$ cat config.mk
export PLATFORM = sky130hd
export DESIGN_NAME = double_ended_queue_top
export DESIGN_NICKNAME = d
export VERILOG_FILES = /design/src/hdl/deq_pkg.sv /design/src/hdl/deq_ram.sv /design/src/hdl/deq_ctrl.sv /design/src/hdl/double_ended_queue_top.sv
export SDC_FILE = /design/constraint.sdc
export NUM_CORES = 1
export LEC_CHECK = 0
export ABC_AREA = 1
export BUFFER_PORTS_ARGS = -buffer_cell sky130_fd_sc_hd__buf_2
export CAP_MARGIN = 20
export CORE_MARGIN = 1.5
export CORE_UTILIZATION = 55
export CTS_BUF_LIST = sky130_fd_sc_hd__clkbuf_8 sky130_fd_sc_hd__clkbuf_16
export DETAILED_ROUTE_END_ITERATION = 7
export PLACE_DENSITY_LB_ADDON = 0.2
export SYNTH_ARGS = -nofsm -noshare
export SYNTH_HDL_FRONTEND = slang
export SYNTH_HIERARCHICAL = 1
export SYNTH_SLANG_ARGS = --single-unit
$ cat constraint.sdc
create_clock -name clock -period 11.94 [get_ports clock]
set_input_delay 1.194 -clock clock [delete_from_list [all_inputs] [get_ports clock]]
set_output_delay 1.194 -clock clock [all_outputs]
set_load 0.01 [all_outputs]
$ cat src/hdl/deq_pkg.sv
`timescale 1ns / 1ps
`default_nettype none
// ----------------------------------------------------------------------------
// Double-ended queue package
// Request and status codes, default sizing and the control bundles shared
// between the pointer control and the top level.
// ----------------------------------------------------------------------------
package deq_pkg;

   localparam int DEFAULT_DEPTH = 16;
   localparam int VALUE_W       = 64;
   localparam int REQ_W         = 3;
   localparam int STATUS_W      = 2;

   typedef enum logic [REQ_W-1:0] {
      REQ_PUSH_FRONT = 3'd0,
      REQ_POP_FRONT  = 3'd1,
      REQ_PUSH_BACK  = 3'd2,
      REQ_POP_BACK   = 3'd3,
      REQ_CLEAR      = 3'd4
   } req_code_type;

   typedef enum logic [STATUS_W-1:0] {
      ST_DONE  = 2'd0,
      ST_EMPTY = 2'd1,
      ST_FULL  = 2'd2
   } status_type;

   typedef struct packed {
      logic wr_en;
      logic rd_en;
   } mem_ctl_type;

   typedef struct packed {
      status_type status;
      logic       popped;
      logic       is_empty;
   } result_info_type;

endpackage : deq_pkg
`default_nettype wire

$ cat src/hdl/deq_ram.sv
`timescale 1ns / 1ps
`default_nettype none
// ----------------------------------------------------------------------------
// Slot memory
// Single-port synchronous RAM holding the queue values. Read data is
// registered and holds its value between reads.
// ----------------------------------------------------------------------------
module deq_ram
   import deq_pkg::*;
#(
   parameter int DEPTH = DEFAULT_DEPTH,
   parameter int PTR_W = $clog2(DEPTH)
) (
   input  wire logic               clock,
   input  wire mem_ctl_type        mem_ctl,
   input  wire logic [PTR_W-1:0]   addr,
   input  wire logic [VALUE_W-1:0] wr_data,
   output logic      [VALUE_W-1:0] rd_data
);

   logic [VALUE_W-1:0] mem_ff [DEPTH];
   logic [VALUE_W-1:0] rd_data_ff;

   always_ff @(posedge clock) begin
      if (mem_ctl.wr_en) begin
         mem_ff[addr] <= wr_data;
      end
   end

   always_ff @(posedge clock) begin
      if (mem_ctl.rd_en) begin
         rd_data_ff <= mem_ff[addr];
      end
   end

   assign rd_data = rd_data_ff;

endmodule : deq_ram
`default_nettype wire

$ cat src/hdl/deq_ctrl.sv
`timescale 1ns / 1ps
`default_nettype none
// ----------------------------------------------------------------------------
// Pointer control
// Holds the front and back pointers and the occupancy, decodes each request
// and issues the single slot access it needs.
// ----------------------------------------------------------------------------
module deq_ctrl
   import deq_pkg::*;
#(
   parameter int DEPTH = DEFAULT_DEPTH,
   parameter int PTR_W = $clog2(DEPTH),
   parameter int CNT_W = $clog2(DEPTH + 1)
) (
   input  wire logic             clock,
   input  wire logic             reset,
   input  wire logic             req_accept,
   input  wire logic [REQ_W-1:0] req_code,
   output mem_ctl_type           mem_ctl,
   output logic      [PTR_W-1:0] mem_addr,
   output result_info_type       info,
   output logic      [CNT_W-1:0] fill_next
);

   localparam logic [PTR_W-1:0] LAST_SLOT = PTR_W'(DEPTH - 1);
   localparam logic [CNT_W-1:0] FULL_CNT  = CNT_W'(DEPTH);

   logic [PTR_W-1:0] front_ff, front_in;
   logic [PTR_W-1:0] back_ff, back_in;
   logic [CNT_W-1:0] count_ff, count_in;
   logic [PTR_W-1:0] front_prev, front_next, back_prev, back_next;
   logic             is_full, is_void;
   mem_ctl_type      mem_raw;
   status_type       status;

   assign front_prev = (front_ff == '0) ? LAST_SLOT : front_ff - PTR_W'(1);
   assign front_next = (front_ff == LAST_SLOT) ? '0 : front_ff + PTR_W'(1);
   assign back_prev  = (back_ff == '0) ? LAST_SLOT : back_ff - PTR_W'(1);
   assign back_next  = (back_ff == LAST_SLOT) ? '0 : back_ff + PTR_W'(1);
   assign is_full    = (count_ff == FULL_CNT);
   assign is_void    = (count_ff == '0);

   always_comb begin
      front_in = front_ff;
      back_in  = back_ff;
      count_in = count_ff;
      mem_raw  = '0;
      mem_addr = front_ff;
      status   = ST_DONE;
      case (req_code_type'(req_code))
         REQ_PUSH_FRONT: begin
            if (is_full) begin
               status = ST_FULL;
            end else begin
               front_in      = front_prev;
               mem_addr      = front_prev;
               mem_raw.wr_en = 1'b1;
               count_in      = count_ff + CNT_W'(1);
            end
         end
         REQ_POP_FRONT: begin
            if (is_void) begin
               status = ST_EMPTY;
            end else begin
               front_in      = front_next;
               mem_addr      = front_ff;
               mem_raw.rd_en = 1'b1;
               count_in      = count_ff - CNT_W'(1);
            end
         end
         REQ_PUSH_BACK: begin
            if (is_full) begin
               status = ST_FULL;
            end else begin
               back_in       = back_next;
               mem_addr      = back_ff;
               mem_raw.wr_en = 1'b1;
               count_in      = count_ff + CNT_W'(1);
            end
         end
         REQ_POP_BACK: begin
            if (is_void) begin
               status = ST_EMPTY;
            end else begin
               back_in       = back_prev;
               mem_addr      = back_prev;
               mem_raw.rd_en = 1'b1;
               count_in      = count_ff - CNT_W'(1);
            end
         end
         REQ_CLEAR: begin
            front_in = '0;
            back_in  = '0;
            count_in = '0;
         end
         default: begin
         end
      endcase
   end

   always_comb begin
      mem_ctl.wr_en = mem_raw.wr_en & req_accept;
      mem_ctl.rd_en = mem_raw.rd_en & req_accept;
      info.status   = status;
      info.popped   = mem_raw.rd_en;
      info.is_empty = (count_in == '0);
      fill_next     = count_in;
   end

   always_ff @(posedge clock) begin
      if (reset) begin
         front_ff <= '0;
         back_ff  <= '0;
         count_ff <= '0;
      end else if (req_accept) begin
         front_ff <= front_in;
         back_ff  <= back_in;
         count_ff <= count_in;
      end
   end

`ifndef NO_ASSERTIONS
   a_count_bound: assert property (@(posedge clock) disable iff (reset)
      count_ff <= FULL_CNT)
      else $error("Occupancy exceeds the queue depth.");

   a_one_access: assert property (@(posedge clock) disable iff (reset)
      !(mem_ctl.wr_en && mem_ctl.rd_en))
      else $error("Slot memory read and written in the same cycle.");

   a_ring_wrap: assert property (@(posedge clock) disable iff (reset)
      (is_void || is_full) |-> (front_ff == back_ff))
      else $error("Pointers disagree with an empty or full queue.");

   a_count_step: assert property (@(posedge clock) disable iff (reset)
      (req_accept && (mem_ctl.wr_en || mem_ctl.rd_en)) |=>
         (count_ff != $past(count_ff)))
      else $error("Slot access without an occupancy change.");
`endif

endmodule : deq_ctrl
`default_nettype wire

$ cat src/hdl/double_ended_queue_top.sv
`timescale 1ns / 1ps
`default_nettype none
// A result appears in the cycle after its request is accepted.
// Throughput: one request per cycle while the result side keeps rsp_ready high.
// The single-port slot RAM with its registered read sets this result timing.
// Reset clears the pointers, the occupancy and the result valid; slot contents
// are not cleared and need no clearing pass.
// ----------------------------------------------------------------------------
// Double-ended queue top level
// Ring buffer deque with push and pop at both ends and a clear request.
// ----------------------------------------------------------------------------
module double_ended_queue_top
   import deq_pkg::*;
#(
   parameter int DEPTH = DEFAULT_DEPTH,
   parameter int CNT_W = $clog2(DEPTH + 1)
) (
   input  wire logic                clock,
   input  wire logic                reset,
   input  wire logic                req_valid,
   output logic                     req_ready,
   input  wire logic [REQ_W-1:0]    req_type,
   input  wire logic [VALUE_W-1:0]  req_push_value,
   output logic                     rsp_valid,
   input  wire logic                rsp_ready,
   output logic      [VALUE_W-1:0]  rsp_pop_value,
   output logic      [STATUS_W-1:0] rsp_status,
   output logic      [CNT_W-1:0]    rsp_fill_count,
   output logic                     rsp_is_empty
);

   localparam int PTR_W = $clog2(DEPTH);

   logic               req_accept;
   mem_ctl_type        mem_ctl;
   logic [PTR_W-1:0]   mem_addr;
   logic [VALUE_W-1:0] rd_data;
   result_info_type    info;
   logic [CNT_W-1:0]   fill_next;

   logic               out_valid_ff;
   result_info_type    info_ff;
   logic [CNT_W-1:0]   fill_ff;

   assign req_ready  = !out_valid_ff || rsp_ready;
   assign req_accept = req_valid && req_ready;

   deq_ctrl #(
      .DEPTH (DEPTH),
      .PTR_W (PTR_W),
      .CNT_W (CNT_W)
   ) u_ctrl (
      .clock      (clock),
      .reset      (reset),
      .req_accept (req_accept),
      .req_code   (req_type),
      .mem_ctl    (mem_ctl),
      .mem_addr   (mem_addr),
      .info       (info),
      .fill_next  (fill_next)
   );

   deq_ram #(
      .DEPTH (DEPTH),
      .PTR_W (PTR_W)
   ) u_ram (
      .clock   (clock),
      .mem_ctl (mem_ctl),
      .addr    (mem_addr),
      .wr_data (req_push_value),
      .rd_data (rd_data)
   );

   always_ff @(posedge clock) begin
      if (reset) begin
         out_valid_ff <= 1'b0;
      end else if (req_ready) begin
         out_valid_ff <= req_valid;
      end
   end

   always_ff @(posedge clock) begin
      if (req_accept) begin
         info_ff <= info;
         fill_ff <= fill_next;
      end
   end

   assign rsp_valid      = out_valid_ff;
   assign rsp_pop_value  = info_ff.popped ? rd_data : '0;
   assign rsp_status     = info_ff.status;
   assign rsp_fill_count = fill_ff;
   assign rsp_is_empty   = info_ff.is_empty;

`ifndef NO_ASSERTIONS
   a_empty_flag: assert property (@(posedge clock) disable iff (reset)
      rsp_valid |-> (rsp_is_empty == (rsp_fill_count == '0)))
      else $error("Empty flag disagrees with the fill count.");

   a_pop_status: assert property (@(posedge clock) disable iff (reset)
      (rsp_valid && info_ff.popped) |-> (rsp_status == ST_DONE))
      else $error("Popped value reported with a failure status.");

   a_hold_result: assert property (@(posedge clock) disable iff (reset)
      (rsp_valid && !rsp_ready) |=> $stable(rd_data))
      else $error("Pending result data changed while stalled.");
`endif

endmodule : double_ended_queue_top
`default_nettype wire
Word level (Yosys, flattened, before mapping). Memory sizes are Yosys's and may differ from the RTL's. A register that Yosys moved wholly into a read port is not among the register bits. Cells that the tools add are included.

Flip-flop bits (word level): 23. Memory bits (writable): 1024. Bits of input ports: 71. Logic and storage cells: 67. Memories kept: 1.

Memory list: u_ram.mem_ff (words 16, bits a word 64, read ports 1, clocked after memory_dff 1, wr ports 1, RTL line deq_ram.sv:21) `logic [VALUE_W-1:0] mem_ff [DEPTH];`.

$add $sub $neg: 6. Equal/unequal tests: 10. Multiplexer cells: 26. Bitwise logic cells: 2. Reductions and logical operators: 14.

Operator list (count): $mux 64 (1); $mux 4 (10); $pmux 4 s3 (3); $pmux 5 s3 (1); $logic_not 5->1 (2); $mux 5 (2); $add 4x1->4 const B (2); $eq 4x4->1 const B (2); $logic_not 4->1 (2); $sub 4x1->4 const B (2); $mux 1 (7); $eq 3x2->1 const B (2); $ne 2x2->1 const B (3); $reduce_bool 3->1 (2); $add 5x1->5 const B (1); $eq 5x5->1 const B (1); $sub 5x1->5 const B (1); $pmux 2 s2 (1); $reduce_and 4->1 (1); $reduce_or 2->1 (2); $eq 3x1->1 const B (1); $eq 3x3->1 const B (1); $logic_not 3->1 (1); $reduce_and 3->1 (1); other kinds (5) (6).

Logic depth before layout (Yosys ltp). Gate-level depths: netlist of the first run.

Depth after elaboration: 6. Mapped depth: 19. Mapped depth without buffers: 16.

Modules after synthesis. Netlist of the first run, hierarchy kept.

Modules (own cells, without submodules): deq_ram (instances 1, cells each 4195, area an instance 44611.5 µm²); deq_ctrl (instances 1, cells each 255, area an instance 1447.6 µm²); double_ended_queue_top (instances 1, cells each 152, area an instance 885.8 µm²).

Worst setup path after synthesis of the first run. Ideal clock, no wire load.

Path type: input to register. Start point: input req_valid. End point: memory u_ram.mem_ff[3][0], enable pin. Library setup time: 486 ps. Arrival: 5501 ps. Data required time: 11454 ps. Path slack: 5953 ps. Stages: 6. Buffers on the path: 0. Path through: inv_1 a21oi_1 clkinv_1 nor2_1 nand3_1 nor2_1.

RTL lines: from (decl) (RTL line double_ended_queue_top.sv:20) `input wire logic req_valid,`; to (decl) (RTL line deq_ram.sv:21).

Worst setup path after layout of the first run.
Start point: register u_ctrl.count_ff[0]. End point: memory u_ram.mem_ff[5][55], enable pin.

RTL lines: from (decl) (RTL line deq_ctrl.sv:30) `logic [CNT_W-1:0] count_ff, count_in;`; from (signal assigned) (RTL line deq_ctrl.sv:118) `count_ff <= count_in;`; $eq 5x5->1 or $logic_not 5->1 (tied branches) (RTL line deq_ctrl.sv:40, deq_ctrl.sv:41); $mux 4 (on tied branches); $pmux 4 s3 * (RTL line deq_ctrl.sv:50) `case (req_code_type'(req_code))`; named net mem_addr[1] (RTL line double_ended_queue_top.sv:36) `logic [PTR_W-1:0] mem_addr;`.

Mark *: on every way through the listed nets, which the timed path passes. The rest lies on a longest branch.

==> impl_metrics.tcl, run 1 <==
set metrics [dict create \
    cts_root_buf "clkbuf_16" \
    cts_tree "done" \
    crit_type "reg -> reg" \
    r2r-start "u_ctrl/count_ff[0]" \
    syn-cell-area_sq_um 46900 \
    finish.instance_area_sq_um 52200 \
    max-cap-violations 0 \
    clk_latency_ps 680 \
    fin_crit_sh 0.491 \
    grt_pass1_vias 29100 \
    status "finished clean" \
    rr_worst_depth 12 \
    synth_ff_type "edfxtp_1" \
    synth.most_common_cell "nand2_1" \
    cts_hold_buf 0 \
    min_path_type "reg -> reg" \
    yosysTopAreaCellShare 0.702 \
    synth_warnings 6 \
    place_hpwl_mm 56.3 \
    rows 106 \
    syn_nets 4679 \
    grtUsageMet2 0.427 \
    drive_above_1_share 0.0830 \
    route.detailed.drc 0 \
    drt_iter0_drc 2641 \
    path_cells "inv_1 > ha_1 > nand3_2 > inv_2 > o21ai_0 > nand2_1 > nand4_1 > buf_4 > inv_8 > nand3_1 > nor2_4 > buf_4" \
    leakagePower_nw 22.5 \
    io_buffers 144 \
    synth_area_leader_cell "edfxtp_1" \
    period_needed_ps 5870 \
    die_y_um 295 \
    vias_per_cell 5.20 \
    relSlewSlack 0.223 \
    grtUsageTotal 0.254 \
    cpLargestDelayFamily "buffers and inverters" \
    drt-total-wl_mm 110 \
    clock_skew_ps 31.2 \
    clkTransAtPathRegs_ps 60 \
    dr.pass1.iters 5 \
    crit_required_ps 12220 \
    numCtsBuffers 112 \
    initial_utilization 0.558 \
    synth-async-reset-ratio 0 \
    core_sq_um 84100 \
    ir_worst_vdd_mv 0.139 \
    setup.worst_path.start "u_ctrl/count_ff[0]" \
    vias 30900 \
    tightest_slew_ps 1170 \
    antenna_left 0 \
    clk_path_buf_depth 3 \
    cp-endpoint "u_ram/mem_ff[5][55]" \
    rsz0062_at_grt "no" \
    seq_area_frac_synth 0.708 \
    grt_max_degree 202 \
    cpPeakStageDelay_ps 980 \
    fin_tns_setup_ps 0 \
    dieArea_sq_um 87100 \
    max_freq_ghz 0.170 \
    numClockSinks 1111 \
    hold_viol 0 \
    grt_pass1_wl_mm 168 \
    gp_congestion 0.840 \
    multiInputGateArea_sq_um 11800 \
    cp_num_cells 12 \
    synth_area_leaders "edfxtp_1 70%, nand2_1 23%, inv_1 1.8%" \
    cts.htree.levels 3 \
    cts_setup_buffers 0 \
    fill_cells 6748 \
    seqCellArea_sq_um 33200 \
    synth.ff_latch_count 1111 \
    reg2reg_to "u_ram/mem_ff[5][55]" \
    totalPowerFinal_mw 8.83 \
    grt_busiest_layer "met2" \
    critPathArrivalTime_ps 6140 \
    finalNetCount 4775 \
    post_dp_cell_area_sq_um 48500 \
    end_kind "flip-flop" \
    startpoint_type "flip-flop" \
    cpMostUsedCell "buf_4" \
    final_util 0.621 \
    cp_num_buf_inv 5 \
    crit_fanout 107 \
    maxSlewViolCount 0 \
    grt-ovfl-total 0 \
    fp.dieW_um 295 \
    syn2layout_area_growth_pct 11.3 \
    slowest_stage "nor2_4" \
    io_pins 145 \
    syn_area_per_cell_sq_um 10.2 \
    synth_cell_type_count 32 \
    use_met1 0.344 \
    reg2reg_slack_ps 6070 \
    synth_edf_count 1097 \
    cts_resized 0 \
    antenna_found_initial 9 \
    setup_viol 0 \
    use_met3 0.0379 \
    wl_per_cell_um 18.6 \
    synthTopCellsByCount "2893 x nand2_1, 1097 x edfxtp_1, 224 x inv_1" \
    synthCells 4602 \
    power_density_nw_per_um2 169 \
]
==> cell usage in the layout (no fill, tap or decap), drive strengths merged <==
| cell type | instances |
|---|---|
| nor3 | 2 |
| inv | 260 |
| edfxtp | 1097 |
| ha | 6 |
| nand4 | 8 |
| nand3 | 42 |
| xor2 | 3 |
| clkbuf | 117 |
| o21bai | 1 |
| o2111ai | 1 |
| bufinv | 12 |
| clkinv | 50 |
| or2 | 3 |
| diode | 5 |
| nand2 | 2896 |
| o21ai | 19 |
| o211ai | 2 |
| a21oi | 17 |
| clkinvlp | 7 |
| nor2 | 43 |
| buf | 193 |
| dfxtp | 14 |
==> layer usage <==
| metal | part of all wire | routed length, um |
|---|---|---|
| met4 | 0.025 | 2750 |
| met1 | 0.42 | 46300 |
| met2 | 0.48 | 53600 |
| met5 | 0.00038 | 42 |
| met3 | 0.071 | 7810 |
==> per-stage QoR <==
stage               setup WS (ps)  std cells  hold WS [ps]
finish                       6070       5932           507
global route                 5810       5929           529
CTS                          6080       5925           503
detailed placement           5960       5716           496
global placement             5940       5713           478
floorplan                    5950       4602           481
==> report_power, final <==
part	switching, mW	internal, mW
clock	1.44	2.01
sequential	0.0158	4.35
combinational	0.756	0.263
total	2.21	6.62
==> tightest hold or removal path, cell delays in order (launching register included) <==
cell and delay (ps):
dfxtp_1 310, nand2_1 90, a21oi_1 60
==> flip-flops by register name (all words and copies together) (netlist names) <==
name,count
u_ram/rd_data,64
rsp_fill_count,5
rsp_status,2
u_ram/mem_ff,1024
u_ctrl/front_ff,4
info_ff,1
u_ctrl/back_ff,4
rsp_valid,1
rsp_is_empty,1
u_ctrl/count_ff,5
==> kinds of logic (layout without fill, tap and decap cells) <==
group | Yosys count | after routing | synth area share
AND/OR/NAND/NOR | 2994 | 2994 | 0.242
flip-flops | 1111 | 1111 | 0.708
buffers and inverters | 448 | 639 | 0.0430
AO/OA/AOI/OAI | 40 | 40 | 0.00482
adder cells (fa/ha/maj) | 6 | 6 | 0.00160
XOR/XNOR | 3 | 3 | 0.000560
other | 0 | 5 | 0
==> final cells by class <==
cell class	count	area share
clock buffers	117	0.0558
multi-input cells	3043	0.227
well taps	1134	0.0272
inverters	237	0.0174
diodes	5	0.000239
repair buffers	193	0.0228
clock inverters	92	0.0140
flip-flops and latches	1111	0.636
==> worst min-delay path by stage <==
stage                      start                end  slack [ps]  cells after the start
6_report               rsp_valid          rsp_valid         510                      2
5_1_grt                rsp_valid          rsp_valid         530                      2
4_1_cts                rsp_valid          rsp_valid         500                      2
3_5_place_dp           rsp_valid          rsp_valid         500                      2
3_3_place_gp           rsp_valid          rsp_valid         480                      2
2_1_floorplan  u_ctrl/back_ff[1]  u_ctrl/back_ff[1]         480                      2
Power figures use the tool's default switching activity.
==> inputs of run 2 (changes only) <==
--- a/config.mk
+++ b/config.mk
@@ -5,7 +5,7 @@
 export SDC_FILE = /design/constraint.sdc
 export NUM_CORES = 1
 export LEC_CHECK = 0
-export ABC_AREA = 1
+export ABC_AREA = 0
 export BUFFER_PORTS_ARGS = -buffer_cell sky130_fd_sc_hd__buf_2
 export CAP_MARGIN = 20
 export CORE_MARGIN = 1.5
==> constraint.sdc (replaced) <==
create_clock -name clock -period 4.8 [get_ports clock]
set_input_delay 0.48 -clock clock [delete_from_list [all_inputs] [get_ports clock]]
set_output_delay 0.48 -clock clock [all_outputs]
set_load 0.01 [all_outputs]
==> run 2 against run 1 <==
Cell count is 45% lower. Combinational power increased by 82%. Synthesized cell count shrank 58%. Sequential power grew 150%. Sequential share of layout area up 5.1 points. Critical path depth decreased by 1. Area after synthesis down 9.4%. Worst setup slack got worse by 5500 ps. Via count is 34% lower. First-iteration DRC count fell by 21%. Register-to-register slack got worse by 5500 ps. Critical endpoint is now u_ram/rd_data[43]. Highest routed layer unchanged.
==> impl_metrics.tcl, run 2 <==
set metrics [dict create \
    crit_fanout 34 \
    largest_reg_flops 1024 \
    cts_root_buf "clkbuf_16" \
    post_dp_cell_area_sq_um 45000 \
    drt-total-wl_mm 89.5 \
    yosysTopAreaCellShare 0.775 \
    hold_viol 0 \
    io_buffers 144 \
    synth.ff_latch_count 1111 \
    p_clk_frac 0.387 \
    route.detailed.drc 0 \
    wl_per_cell_um 27.3 \
    cp_num_buf_inv 3 \
    synth_warnings 6 \
    final_cell_mix "1097 x edfxtp_1, 256 x mux4_2, 144 x buf_2, 130 x a22oi_1, 112 x clkbuf_16" \
    grt-ovfl-total 0 \
    finalNetCount 2234 \
    maxSlewViolCount 0 \
    cpMostUsedCell "buf_12" \
    synth_area_leader_cell "edfxtp_1" \
    final_common_cell "edfxtp_1" \
    max-cap-violations 0 \
    initial_utilization 0.558 \
    vias 20400 \
    io_pins 145 \
    antenna_found_initial 7 \
    core_sq_um 76200 \
    p_comb_frac 0.090 \
    status "finished clean" \
    cts_resized 0 \
    cts.htree.levels 3 \
    slowest_stage "o221ai_4" \
    dieArea_sq_um 79000 \
    syn-cell-area_sq_um 42500 \
    holdWs_ps 64.9 \
    synth_cell_type_count 64 \
    clk_latency_ps 670 \
    period_needed_ps 4250 \
    fin_crit_sh 0.886 \
    rsz0062_at_grt "no" \
    grtUsageMet2 0.383 \
    cts_tree "done" \
    seq_area_frac_synth 0.781 \
    swShare 0.218 \
    drive_above_1_share 0.314 \
    syn2layout_area_growth_pct 13.8 \
    synth_edf_count 1097 \
    use_met3 0.0364 \
    rows 101 \
    max_freq_ghz 0.235 \
    clock_skew_ps 24.1 \
    critPathArrivalTime_ps 4670 \
    cts_setup_buffers 0 \
    vias_per_cell 6.22 \
    power_density_nw_per_um2 428 \
    finish.instance_area_sq_um 48400 \
    synthCells 1950 \
    dr.pass1.iters 6 \
    die_y_um 281 \
    end_kind "flip-flop" \
    numCtsBuffers 109 \
    synth_ff_type "edfxtp_1" \
    use_met1 0.333 \
    synthTopCellsByCount "1097 x edfxtp_1, 256 x mux4_2, 130 x a22oi_1" \
    clkTransAtPathRegs_ps 60 \
    grt_max_degree 96 \
    p_switching_mw 4.52 \
    leakagePower_nw 15.4 \
    gp_congestion 0.800 \
    fp.dieW_um 281 \
    clk_path_buf_depth 3 \
    place_hpwl_mm 49.3 \
    relSlewSlack 0.260 \
    tightest_slew_ps 1110 \
    min_path_type "in -> reg" \
    synth_area_leaders "edfxtp_1 77%, mux4_2 14%, a22oi_1 2.3%" \
    grt_pass1_vias 21200 \
    cts_hold_buf 0 \
    top_register "u_ram/mem_ff" \
    cpLargestDelayFamily "compound AO/OA/AOI/OAI gates" \
    crit_type "reg -> reg" \
    synth-async-reset-ratio 0 \
    startpoint_type "flip-flop" \
    grt_busiest_layer "met2" \
    crit_required_ps 5220 \
    power.internal_mw 16.2 \
    cpPeakStageDelay_ps 700 \
    syn_nets 2027 \
    drt_iter0_drc 2092 \
    final_util 0.635 \
    antenna_left 0 \
    p_seq_frac 0.523 \
    grt_pass1_wl_mm 135 \
    ir_worst_vdd_mv 0.266 \
    fin_tns_setup_ps 0 \
    path_cells "inv_1 > ha_1 > nand4bb_1 > o311ai_0 > o21ai_0 > o221ai_4 > buf_12 > buf_12 > mux4_2 > a22oi_1 > nand2_1" \
    setup_viol 0 \
    syn_area_per_cell_sq_um 21.8 \
    synth.most_common_cell "edfxtp_1" \
    numClockSinks 1111 \
    grtUsageTotal 0.233 \
]
run 2: cell count changes in the layout (fill, tap and decap cells not counted), sizes merged, moves of 36 or more:
cell,before,now
a22oi,0,130
and2,0,66
inv,260,46
mux4,0,256
nand2,2896,86
nand3,42,6
run 2: area by class of cell:
| class | count | area (sq um) |
|---|---|---|
| fillers | 5090 | 27800 |
| multi-input cells | 712 | 8910 |
| inverters | 16 | 60.1 |
| clock inverters | 88 | 593 |
| flip-flops and latches | 1111 | 33200 |
| clock buffers | 112 | 2800 |
| well taps | 1030 | 1290 |
| diodes | 3 | 7.51 |
| repair buffers | 207 | 1490 |
run 2: power by group through the flow:
stage | combinational, mW | clock [mW] | sequential [mW]
final | 1.86 | 8.02 | 10.8
after global routing | 2.01 | 8.54 | 10.8
after CTS | 1.88 | 8.16 | 10.8
after detailed placement | 1.87 | 0 | 11.0
after global placement | 1.83 | 0 | 11.0
after floorplan | 1.26 | 0 | 11.0
run 2: worst paths after layout:
kind	from	end	slack (ps)	cells after the start
setup / recovery	u_ctrl/count_ff[0]	u_ram/rd_data[43]	550	11
hold / removal	req_valid	rsp_valid	60	3
setup reg to reg	u_ctrl/count_ff[0]	u_ram/rd_data[43]	550	11
hold reg to reg	rsp_valid	rsp_valid	510	2
run 2: per-layer routing:
metal | vias to the layer above | wire length, um
li1 | 8612 | -
met1 | 10900 | 36800
met2 | 752 | 44800
met3 | 118 | 6290
met4 | 10 | 1560
met5 | - | 53
run 2: metrics by stage:
stage	setup WS, ps	cells	total power [mW]
6_report	548	3279	20.7
5_1_grt	174	3277	21.4
4_1_cts	574	3276	20.9
3_5_place_dp	422	3076	12.9
3_3_place_gp	514	3076	12.9
2_1_floorplan	-885	1950	12.3
run 2: kinds of logic after synthesis:
family / count (synthesis) / synth area share
flip-flops: 1111 / 0.781
multiplexers: 257 / 0.136
AND/OR/NAND/NOR: 237 / 0.0306
AO/OA/AOI/OAI: 209 / 0.0358
buffers and inverters: 127 / 0.0140
adder cells (fa/ha/maj): 6 / 0.00177
XOR/XNOR: 3 / 0.000618
run 2: worst min-delay path, cell delays in order:
cell and delay (ps):
buf_2 100, inv_1 40, a21oi_1 50
